===== config.mk =====
export PLATFORM = sky130hd
export DESIGN_NAME = unicode_transcoder_top_flat
export DESIGN_NICKNAME = d
export VERILOG_FILES = /design/src/rtl/core/ut_pkg.sv /design/src/rtl/core/ut_in_if.sv /design/src/rtl/core/ut_out_if.sv /design/src/rtl/core/ut_decode.sv /design/src/rtl/core/ut_encode.sv /design/src/rtl/core/ut_serial.sv /design/src/rtl/core/unicode_transcoder_top.sv /design/src/flat_wrapper.sv
export SDC_FILE = /design/constraint.sdc
export NUM_CORES = 1
export LEC_CHECK = 0
export BUFFER_PORTS_ARGS = -buffer_cell sky130_fd_sc_hd__buf_2
export CAP_MARGIN = 20
export CORE_MARGIN = 8
export CORE_UTILIZATION = 48
export CTS_CLUSTER_DIAMETER = 200
export CTS_CLUSTER_SIZE = 12
export DETAILED_ROUTE_END_ITERATION = 10
export PLACE_DENSITY = 0.65
export SKIP_LAST_GASP = 1
export SLEW_MARGIN = 30
export SYNTH_ARGS = -nofsm -noshare
export SYNTH_HDL_FRONTEND = slang
export SYNTH_HIERARCHICAL = 1
export SYNTH_SLANG_ARGS = --single-unit

===== constraint.sdc =====
create_clock -name i_clk -period 7.55 [get_ports i_clk]
set_input_delay 1.1325 -clock i_clk [delete_from_list [all_inputs] [get_ports i_clk]]
set_output_delay 1.1325 -clock i_clk [all_outputs]
set_load 0.1 [all_outputs]

===== src/rtl/core/ut_pkg.sv =====
// Shared types and constants for the unicode transcoder.
// Encoding codes, code point limits, UTF-8 lead masks, decoder status struct.
// No dependencies.
package ut_pkg;

    localparam int CP_W  = 32;
    localparam int CFG_W = 4;

    typedef enum logic [CFG_W-1:0] {
        ENC_ASCII   = 4'd0,
        ENC_LATIN1  = 4'd1,
        ENC_UTF8    = 4'd2,
        ENC_UTF16BE = 4'd3,
        ENC_UTF16LE = 4'd4,
        ENC_UTF32BE = 4'd5,
        ENC_UTF32LE = 4'd6,
        ENC_UCS2    = 4'd7,
        ENC_UCS4    = 4'd8
    } t_enc;

    // register indexes on the config port
    localparam logic CFG_SRC = 1'b0;
    localparam logic CFG_TGT = 1'b1;

    localparam logic [CP_W-1:0] CP_REPL      = 32'h0000_FFFD;
    localparam logic [CP_W-1:0] CP_MAX       = 32'h0010_FFFF;
    localparam logic [CP_W-1:0] CP_BMP_MAX   = 32'h0000_FFFF;
    localparam logic [CP_W-1:0] CP_UCS4_MAX  = 32'h7FFF_FFFF;
    localparam logic [CP_W-1:0] CP_SUPP_BASE = 32'h0001_0000;

    localparam logic [15:0] SUR_HI_MIN = 16'hD800;
    localparam logic [15:0] SUR_HI_MAX = 16'hDBFF;
    localparam logic [15:0] SUR_LO_MIN = 16'hDC00;
    localparam logic [15:0] SUR_LO_MAX = 16'hDFFF;

    localparam logic [7:0] UTF8_L2_MASK = 8'hE0;
    localparam logic [7:0] UTF8_L2      = 8'hC0;
    localparam logic [7:0] UTF8_L3_MASK = 8'hF0;
    localparam logic [7:0] UTF8_L3      = 8'hE0;
    localparam logic [7:0] ASCII_QMARK  = 8'h3F;

    typedef struct packed {
        logic sur_pending;
        logic utf8_busy;
    } t_dec_stat;

endpackage


===== src/rtl/core/ut_in_if.sv =====
// Input byte channel: valid/ready handshake with source byte and end flag.
// No dependencies.
interface ut_in_if;
    logic       valid;
    logic       ready;
    logic [7:0] in_byte;
    logic       end_of_stream;

    modport source (output valid, output in_byte, output end_of_stream, input ready);
    modport sink   (input valid, input in_byte, input end_of_stream, output ready);
endinterface


===== src/rtl/core/ut_out_if.sv =====
// Output byte channel: valid/ready handshake with encoded byte and char flag.
// No dependencies.
interface ut_out_if;
    logic       valid;
    logic       ready;
    logic [7:0] out_byte;
    logic       char_done;

    modport source (output valid, output out_byte, output char_done, input ready);
    modport sink   (input valid, input out_byte, input char_done, output ready);
endinterface


===== src/rtl/core/ut_decode.sv =====
// Source side: gathers bytes into units and surrogate pairs, yields code points.
// Depends on ut_pkg.
module ut_decode (
    input  logic                         i_clk,
    input  logic                         i_rst_n,
    input  logic                         i_fire,
    input  logic                         i_clr,
    input  logic [ut_pkg::CFG_W-1:0]     i_src,
    input  logic [7:0]                   i_byte,
    input  logic                         i_eos,
    output logic                         o_emit,
    output logic [ut_pkg::CP_W-1:0]      o_ch,
    output ut_pkg::t_dec_stat            o_stat
);

    logic [23:0] r_gb, n_gb;
    logic [1:0]  r_gc, n_gc;
    logic [1:0]  r_exp, n_exp;
    logic [15:0] r_hs, n_hs;
    logic        r_sp, n_sp;

    logic [15:0] w_unit;
    logic        w_lo, w_hi;

    assign w_unit = (i_src == ut_pkg::ENC_UTF16BE) ? {r_gb[7:0], i_byte}
                                                   : {i_byte, r_gb[7:0]};
    assign w_hi = (w_unit >= ut_pkg::SUR_HI_MIN) && (w_unit <= ut_pkg::SUR_HI_MAX);
    assign w_lo = (w_unit >= ut_pkg::SUR_LO_MIN) && (w_unit <= ut_pkg::SUR_LO_MAX);

    always_comb begin
        n_gb   = r_gb;
        n_gc   = r_gc;
        n_exp  = r_exp;
        n_hs   = r_hs;
        n_sp   = r_sp;
        o_ch   = '0;
        o_emit = 1'b0;
        unique case (i_src) inside
            ut_pkg::ENC_ASCII: begin
                o_ch   = {25'd0, i_byte[6:0]};
                o_emit = 1'b1;
            end
            ut_pkg::ENC_LATIN1: begin
                o_ch   = {24'd0, i_byte};
                o_emit = 1'b1;
            end
            ut_pkg::ENC_UTF8: begin
                if (r_exp == 2'd0) begin
                    if ((i_byte & ut_pkg::UTF8_L2_MASK) == ut_pkg::UTF8_L2) begin
                        n_gb  = {16'd0, i_byte};
                        n_gc  = 2'd1;
                        n_exp = 2'd1;
                    end else if ((i_byte & ut_pkg::UTF8_L3_MASK) == ut_pkg::UTF8_L3) begin
                        n_gb  = {16'd0, i_byte};
                        n_gc  = 2'd1;
                        n_exp = 2'd2;
                    end else begin
                        o_ch   = {24'd0, i_byte};
                        o_emit = 1'b1;
                    end
                end else if (r_exp == 2'd1) begin
                    if (r_gc == 2'd1) begin
                        o_ch = {21'd0, r_gb[4:0], i_byte[5:0]};
                    end else begin
                        o_ch = {16'd0, r_gb[11:8], r_gb[5:0], i_byte[5:0]};
                    end
                    o_emit = 1'b1;
                    n_gb   = '0;
                    n_gc   = '0;
                    n_exp  = '0;
                end else begin
                    n_gb  = {r_gb[15:0], i_byte};
                    n_gc  = r_gc + 2'd1;
                    n_exp = r_exp - 2'd1;
                end
            end
            ut_pkg::ENC_UTF16BE, ut_pkg::ENC_UTF16LE, ut_pkg::ENC_UCS2: begin
                if (r_gc == 2'd0) begin
                    n_gb = {16'd0, i_byte};
                    n_gc = 2'd1;
                end else begin
                    n_gb   = '0;
                    n_gc   = '0;
                    n_exp  = '0;
                    o_emit = 1'b1;
                    if (i_src == ut_pkg::ENC_UCS2) begin
                        o_ch = {16'd0, w_unit};
                    end else if (r_sp) begin
                        if (w_lo) begin
                            o_ch = {12'd0, r_hs[9:0], w_unit[9:0]} + ut_pkg::CP_SUPP_BASE;
                        end else begin
                            o_ch = ut_pkg::CP_REPL;
                        end
                        n_sp = 1'b0;
                        n_hs = '0;
                    end else if (w_hi) begin
                        n_hs   = w_unit;
                        n_sp   = 1'b1;
                        o_emit = 1'b0;
                    end else if (w_lo) begin
                        o_ch = ut_pkg::CP_REPL;
                    end else begin
                        o_ch = {16'd0, w_unit};
                    end
                end
            end
            ut_pkg::ENC_UTF32BE, ut_pkg::ENC_UTF32LE, ut_pkg::ENC_UCS4: begin
                if (r_gc != 2'd3) begin
                    n_gb = {r_gb[15:0], i_byte};
                    n_gc = r_gc + 2'd1;
                end else begin
                    if (i_src == ut_pkg::ENC_UTF32BE) begin
                        o_ch = {r_gb, i_byte};
                    end else begin
                        o_ch = {i_byte, r_gb[7:0], r_gb[15:8], r_gb[23:16]};
                    end
                    o_emit = 1'b1;
                    n_gb   = '0;
                    n_gc   = '0;
                    n_exp  = '0;
                end
            end
            default: begin
            end
        endcase

        // end of stream drops partial units; a dangling high surrogate becomes U+FFFD
        if (i_eos) begin
            n_gb  = '0;
            n_gc  = '0;
            n_exp = '0;
            if (n_sp) begin
                n_sp   = 1'b0;
                n_hs   = '0;
                o_ch   = ut_pkg::CP_REPL;
                o_emit = 1'b1;
            end
        end
    end

    always_ff @(posedge i_clk) begin
        if (!i_rst_n || i_clr) begin
            r_gb  <= '0;
            r_gc  <= '0;
            r_exp <= '0;
            r_hs  <= '0;
            r_sp  <= 1'b0;
        end else if (i_fire) begin
            r_gb  <= n_gb;
            r_gc  <= n_gc;
            r_exp <= n_exp;
            r_hs  <= n_hs;
            r_sp  <= n_sp;
        end
    end

    assign o_stat.sur_pending = r_sp;
    assign o_stat.utf8_busy   = (r_exp != 2'd0);

endmodule


===== src/rtl/core/ut_encode.sv =====
// Target side: maps one code point to up to four bytes, first byte in [7:0].
// Depends on ut_pkg.
module ut_encode (
    input  logic [ut_pkg::CP_W-1:0]  i_ch,
    input  logic [ut_pkg::CFG_W-1:0] i_tgt,
    output logic [31:0]              o_bytes,
    output logic [2:0]               o_cnt
);

    logic [ut_pkg::CP_W-1:0] w_ch;
    logic [19:0]             w_v;
    logic [15:0]             w_hi, w_lo, w_u2;

    // 16-bit unit in wire order, first byte low
    function automatic logic [15:0] put16(input logic [15:0] w, input logic le);
        put16 = le ? w : {w[7:0], w[15:8]};
    endfunction

    always_comb begin
        w_ch = i_ch;
        if (i_tgt >= ut_pkg::ENC_UTF8 && i_tgt <= ut_pkg::ENC_UTF32LE
                && i_ch > ut_pkg::CP_MAX) begin
            w_ch = ut_pkg::CP_REPL;
        end
    end

    assign w_v  = w_ch[19:0] - ut_pkg::CP_SUPP_BASE[19:0];
    assign w_hi = ut_pkg::SUR_HI_MIN | {6'd0, w_v[19:10]};
    assign w_lo = ut_pkg::SUR_LO_MIN | {6'd0, w_v[9:0]};
    assign w_u2 = (w_ch > ut_pkg::CP_BMP_MAX) ? ut_pkg::CP_REPL[15:0] : w_ch[15:0];

    always_comb begin
        o_bytes = '0;
        o_cnt   = 3'd0;
        unique case (i_tgt) inside
            ut_pkg::ENC_ASCII: begin
                o_bytes[7:0] = (w_ch <= 32'h7F) ? w_ch[7:0] : ut_pkg::ASCII_QMARK;
                o_cnt        = 3'd1;
            end
            ut_pkg::ENC_LATIN1: begin
                o_bytes[7:0] = w_ch[7:0];
                o_cnt        = 3'd1;
            end
            ut_pkg::ENC_UTF8: begin
                if (w_ch <= 32'h7F) begin
                    o_bytes[7:0] = w_ch[7:0];
                    o_cnt        = 3'd1;
                end else if (w_ch <= 32'h7FF) begin
                    o_bytes[15:0] = {{2'b10, w_ch[5:0]}, {3'b110, w_ch[10:6]}};
                    o_cnt         = 3'd2;
                end else if (w_ch <= ut_pkg::CP_BMP_MAX) begin
                    o_bytes[23:0] = {{2'b10, w_ch[5:0]}, {2'b10, w_ch[11:6]},
                                     {4'b1110, w_ch[15:12]}};
                    o_cnt         = 3'd3;
                end else begin
                    o_bytes = {{2'b10, w_ch[5:0]}, {2'b10, w_ch[11:6]},
                               {2'b10, w_ch[17:12]}, {5'b11110, w_ch[20:18]}};
                    o_cnt   = 3'd4;
                end
            end
            ut_pkg::ENC_UTF16BE, ut_pkg::ENC_UTF16LE: begin
                if (w_ch <= ut_pkg::CP_BMP_MAX) begin
                    o_bytes[15:0] = put16(w_ch[15:0], i_tgt == ut_pkg::ENC_UTF16LE);
                    o_cnt         = 3'd2;
                end else begin
                    o_bytes = {put16(w_lo, i_tgt == ut_pkg::ENC_UTF16LE),
                               put16(w_hi, i_tgt == ut_pkg::ENC_UTF16LE)};
                    o_cnt   = 3'd4;
                end
            end
            ut_pkg::ENC_UTF32BE: begin
                o_bytes = {put16(w_ch[15:0], 1'b0), put16(w_ch[31:16], 1'b0)};
                o_cnt   = 3'd4;
            end
            ut_pkg::ENC_UTF32LE: begin
                o_bytes = w_ch;
                o_cnt   = 3'd4;
            end
            ut_pkg::ENC_UCS2: begin
                o_bytes[15:0] = w_u2;
                o_cnt         = 3'd2;
            end
            ut_pkg::ENC_UCS4: begin
                o_bytes = (w_ch > ut_pkg::CP_UCS4_MAX) ? ut_pkg::CP_REPL : w_ch;
                o_cnt   = 3'd4;
            end
            default: begin
            end
        endcase
    end

endmodule


===== src/rtl/core/ut_serial.sv =====
// Result register: holds up to four encoded bytes and shifts them out a byte at a time.
// Depends on ut_out_if.
module ut_serial (
    input  logic        i_clk,
    input  logic        i_rst_n,
    input  logic        i_load,
    input  logic [31:0] i_bytes,
    input  logic [2:0]  i_cnt,
    output logic        o_can_load,
    ut_out_if.source    o_out
);

    logic [31:0] r_data;
    logic [2:0]  r_left;
    logic        w_take;

    assign w_take     = o_out.valid && o_out.ready;
    // free now, or its last byte leaves this cycle
    assign o_can_load = (r_left == 3'd0) || ((r_left == 3'd1) && o_out.ready);

    always_ff @(posedge i_clk) begin
        if (!i_rst_n) begin
            r_left <= 3'd0;
        end else if (i_load) begin
            r_left <= i_cnt;
        end else if (w_take) begin
            r_left <= r_left - 3'd1;
        end
    end

    always_ff @(posedge i_clk) begin
        if (i_load) begin
            r_data <= i_bytes;
        end else if (w_take) begin
            r_data <= {8'd0, r_data[31:8]};
        end
    end

    assign o_out.valid     = (r_left != 3'd0);
    assign o_out.out_byte  = r_data[7:0];
    assign o_out.char_done = (r_left == 3'd1);

endmodule


===== src/rtl/core/unicode_transcoder_top.sv =====
// Unicode transcoder: one source byte in, zero to four target bytes out.
// Latency: first result byte is valid the cycle after its input byte is taken.
// Throughput: one input byte per cycle while each yields at most one byte and
// the output is ready; the one-byte shifter holds input till its last byte leaves.
// Reset (sync, active low): source ASCII, target UTF-16LE, assembly state clear.
// Depends on ut_pkg, ut_in_if, ut_out_if, ut_decode, ut_encode, ut_serial.
module unicode_transcoder_top (
    input  logic                     i_clk,
    input  logic                     i_rst_n,
    input  logic                     i_cfg_we,
    input  logic                     i_cfg_idx,
    input  logic [ut_pkg::CFG_W-1:0] i_cfg_data,
    ut_in_if.sink                    i_in,
    ut_out_if.source                 o_out
);

    logic [ut_pkg::CFG_W-1:0] r_src, r_tgt;
    logic                     w_fire, w_clr, w_emit, w_can_load, w_load;
    logic [ut_pkg::CP_W-1:0]  w_ch;
    logic [31:0]              w_bytes;
    logic [2:0]               w_cnt;
    ut_pkg::t_dec_stat        w_stat;

    always_ff @(posedge i_clk) begin
        if (!i_rst_n) begin
            r_src <= ut_pkg::ENC_ASCII;
            r_tgt <= ut_pkg::ENC_UTF16LE;
        end else if (i_cfg_we) begin
            if (i_cfg_idx == ut_pkg::CFG_SRC) begin
                r_src <= i_cfg_data;
            end else begin
                r_tgt <= i_cfg_data;
            end
        end
    end

    assign w_clr    = i_cfg_we && (i_cfg_idx == ut_pkg::CFG_SRC);
    assign i_in.ready = w_can_load;
    assign w_fire   = i_in.valid && w_can_load;
    assign w_load   = w_fire && w_emit && (w_cnt != 3'd0);

    ut_decode u_decode (
        .i_clk   (i_clk),
        .i_rst_n (i_rst_n),
        .i_fire  (w_fire),
        .i_clr   (w_clr),
        .i_src   (r_src),
        .i_byte  (i_in.in_byte),
        .i_eos   (i_in.end_of_stream),
        .o_emit  (w_emit),
        .o_ch    (w_ch),
        .o_stat  (w_stat)
    );

    ut_encode u_encode (
        .i_ch    (w_ch),
        .i_tgt   (r_tgt),
        .o_bytes (w_bytes),
        .o_cnt   (w_cnt)
    );

    ut_serial u_serial (
        .i_clk      (i_clk),
        .i_rst_n    (i_rst_n),
        .i_load     (w_load),
        .i_bytes    (w_bytes),
        .i_cnt      (w_cnt),
        .o_can_load (w_can_load),
        .o_out      (o_out)
    );

    a_load_shows: assert property (@(posedge i_clk) disable iff (!i_rst_n)
        w_load |=> o_out.valid)
        else $error("loaded character not presented");

    a_sur_src: assert property (@(posedge i_clk) disable iff (!i_rst_n)
        w_stat.sur_pending |-> (r_src == ut_pkg::ENC_UTF16BE ||
                                r_src == ut_pkg::ENC_UTF16LE))
        else $error("surrogate held outside UTF-16 source");

    a_utf8_src: assert property (@(posedge i_clk) disable iff (!i_rst_n)
        w_stat.utf8_busy |-> (r_src == ut_pkg::ENC_UTF8))
        else $error("UTF-8 sequence open outside UTF-8 source");

endmodule

===== src/flat_wrapper.sv =====
// flat-port wrapper written by rule: the top's interface ports become plain ports
module unicode_transcoder_top_flat 
  (i_clk, i_rst_n, i_cfg_we, i_cfg_idx, i_cfg_data, i_in_valid, i_in_in_byte, i_in_end_of_stream, i_in_ready, o_out_valid, o_out_out_byte, o_out_char_done, o_out_ready);
  ut_in_if i_in_i ();
  ut_out_if o_out_i ();
  input  logic i_clk;
  input  logic i_rst_n;
  input  logic i_cfg_we;
  input  logic i_cfg_idx;
  input  logic [ut_pkg::CFG_W-1:0] i_cfg_data;
  input wire logic [$bits(i_in_i.valid)-1:0] i_in_valid;
  input wire logic [$bits(i_in_i.in_byte)-1:0] i_in_in_byte;
  input wire logic [$bits(i_in_i.end_of_stream)-1:0] i_in_end_of_stream;
  output wire logic [$bits(i_in_i.ready)-1:0] i_in_ready;
  output wire logic [$bits(o_out_i.valid)-1:0] o_out_valid;
  output wire logic [$bits(o_out_i.out_byte)-1:0] o_out_out_byte;
  output wire logic [$bits(o_out_i.char_done)-1:0] o_out_char_done;
  input wire logic [$bits(o_out_i.ready)-1:0] o_out_ready;
  assign i_in_i.valid = i_in_valid;
  assign i_in_i.in_byte = i_in_in_byte;
  assign i_in_i.end_of_stream = i_in_end_of_stream;
  assign i_in_ready = i_in_i.ready;
  assign o_out_valid = o_out_i.valid;
  assign o_out_out_byte = o_out_i.out_byte;
  assign o_out_char_done = o_out_i.char_done;
  assign o_out_i.ready = o_out_ready;
  unicode_transcoder_top u_core (.i_clk(i_clk), .i_rst_n(i_rst_n), .i_cfg_we(i_cfg_we), .i_cfg_idx(i_cfg_idx), .i_cfg_data(i_cfg_data), .i_in(i_in_i), .o_out(o_out_i));
endmodule

==> impl_metrics.env <==
export IMPL_status="completed"
export IMPL_wire_per_inst_um=25.09
export IMPL_critPathMaxStageDelay_ns=0.41
export IMPL_path_clk_slew_ns=0.07
export IMPL_drc=0
export IMPL_critical_path_max_fanout=36
export IMPL_place_gp_congestion=1.064
export IMPL_track_usage=0.2839
export IMPL_drt_total_wl_mm=28.45
export IMPL_post_cts_buffers=0
export IMPL_postSynthCellCount=948
export IMPL_worstMarginPinSlew_ns=0.9610
export IMPL_p_comb_frac=0.400
export IMPL_fmax_mhz=146.1
export IMPL_pre_cts_slack_ns=0.2437
export IMPL_postPlaceCellArea_um2=7704
export IMPL_ant_nets=0
export IMPL_vias=7959
export IMPL_reg2reg_from="u_core/u_decode/r_gb[7]$_SDFFE_PP0P_"
export IMPL_clkPwrFrac=0.243
export IMPL_timing_max_cap_violations=0
export IMPL_fin_skew_ns=0.01203
export IMPL_io_pins=30
export IMPL_rsz0062_at_grt="no"
export IMPL_antenna_found_initial=0
export IMPL_power_total_mw=1.807
export IMPL_finalSetupTns_ns=0
export IMPL_leakage_nw=2.941
export IMPL_fp_coreArea_um2=15200
export IMPL_area_growth_pct=7.439
export IMPL_first_pass_iters=8
export IMPL_nets=971
export IMPL_setup_viol=0
export IMPL_p_switching_mw=0.7797
export IMPL_hold_class="reg2reg"
export IMPL_insertedDiodeCount=0
export IMPL_die_area_um2=19770
export IMPL_slowest_stage="o41ai_1"
export IMPL_layout_drive_gt1_share=0.1660
export IMPL_fin_ws_ns=0.7065
export IMPL_avgSynthCellArea_um2=7.860
export IMPL_grt_max_degree=37
export IMPL_initial_utilization=0.4901
export IMPL_ctsResizeCount=0
export IMPL_most_common_layout_cells="nand2_1 (119), nor2_1 (76), a21oi_1 (61), o21ai_0 (58), dfxtp_1 (50)"
export IMPL_min_from="u_core/u_decode/r_hs[1]$_SDFFE_PP0P_"
export IMPL_rows=45
export IMPL_syn_area_um2=7451
export IMPL_crit_buf_inv=7
export IMPL_clock_sinks=82
export IMPL_grt_pass1_vias=7356
export IMPL_stdcell_area_um2=8005
export IMPL_internal_power_mw=1.027
export IMPL_p_seq_frac=0.357
export IMPL_start_kind="input pin"
export IMPL_hold_violations=0
export IMPL_die_x_um=140.6
export IMPL_first_iter_violations=1383
export IMPL_final_common_cell="nand2_1"
export IMPL_fillers=1487
export IMPL_syn_nets=978
export IMPL_worstSetupPathType="in2reg"
export IMPL_grt_pass1_wl_mm=44.01
export IMPL_cts_hold_buffers=0
export IMPL_crit_family="simple AND/OR/NAND/NOR gates"
export IMPL_viasPerCell=7.019
export IMPL_fp_dieH_um=140.6
export IMPL_cts_tree="yes"
export IMPL_cp_data_arrival_time_ns=6.84
export IMPL_clk_latency_ns=0.36
export IMPL_timing_slew_headroom=0.3544
export IMPL_cts_made_buffers=9
export IMPL_power_density_nw_per_um2=225.7
export IMPL_overflow=0
export IMPL_root_buffer="clkbuf_16"
export IMPL_vdd_drop_max_mv=0.4029
export IMPL_min_period_ns=6.844
export IMPL_cp_common_cell="buf_4"
export IMPL_clockBufferDepth=2
export IMPL_htree_levels=3
export IMPL_slew_viol_final=0
export IMPL_period_share=0.9064
export IMPL_yosysWarnings=6
export IMPL_placement_io_buffers=29
export IMPL_post_route_util=0.5266
export IMPL_end_kind="register"
export IMPL_hpwl_mm=20.51
export IMPL_worstSetupStartpoint="i_in_in_byte[5]"
export IMPL_required_ns=7.55
export IMPL_power_switching_share=0.4315
==> worst reg2reg max path, delay by kind of cell (launching register included) <==
kind	cells	cell delay, ns
and+or+nand+nor	12	2.79
adders and majority gates	1	0.31
DFF	1	0.51
AOI/OAI and AO/OA	6	1.41
buffers and inverters	6	1.36
==> power groups by stage <==
stage               Sequential (mW)  Clock, mW  Combinational (mW)
finish                        0.645      0.439               0.723
global route                  0.659      0.464               0.766
CTS                           0.646      0.450               0.720
detailed placement            0.655          0               0.718
global placement              0.649          0               0.717
floorplan                     0.638          0               0.619
==> registers in the layout (all words and copies together), names as in the netlist <==
register / cells
u_core/r_tgt: 4
u_core/u_decode/r_gc: 2
u_core/u_decode/r_exp: 2
u_core/u_serial/r_data: 32
u_core/u_decode/r_sp: 1
u_core/u_decode/r_gb: 24
u_core/u_serial/r_left: 3
u_core/u_decode/r_hs: 10
u_core/r_src: 4
==> metal layers <==
| metal | wire length (um) | track usage | vias up |
|---|---|---|---|
| met5 | 0 | 0 | - |
| met3 | 3229 | 0.07191 | 111 |
| met2 | 11460 | 0.3950 | 562 |
| met4 | 1281 | 0.1357 | 0 |
| li1 | - | - | 3557 |
| met1 | 12480 | 0.3987 | 3729 |
==> worst paths after layout <==
kind                                                             end  slack (ns)  depth (start not counted)
worst min register to register  u_core/u_decode/r_hs[1]$_SDFFE_PP0P_        0.47                          1
worst max register to register   u_core/u_serial/r_data[0]$_DFFE_PP_        0.79                         25
worst min-delay path            u_core/u_decode/r_hs[1]$_SDFFE_PP0P_        0.47                          1
worst max-delay path             u_core/u_serial/r_data[0]$_DFFE_PP_        0.71                         26
==> per-stage QoR <==
stage / hold WS (ns) / std cells
floorplan: 0.4272 / 948
global placement: 0.4523 / 1117
detailed placement: 0.4508 / 1117
CTS: 0.4689 / 1133
global route: 0.4775 / 1134
finish: 0.4657 / 1134
==> cell type report <==
class / count / area [um^2] / share of cell area
flip-flops and latches: 82 / 1962 / 0.2451
clock buffers: 10 / 239.0 / 0.02985
repair buffers: 69 / 449.2 / 0.05611
well taps: 188 / 235.2 / 0.02938
inverters: 23 / 86.33 / 0.01078
clock inverters: 6 / 46.29 / 0.005783
multi-input cells: 756 / 4987 / 0.6230
(Power assumes the default switching activity.)
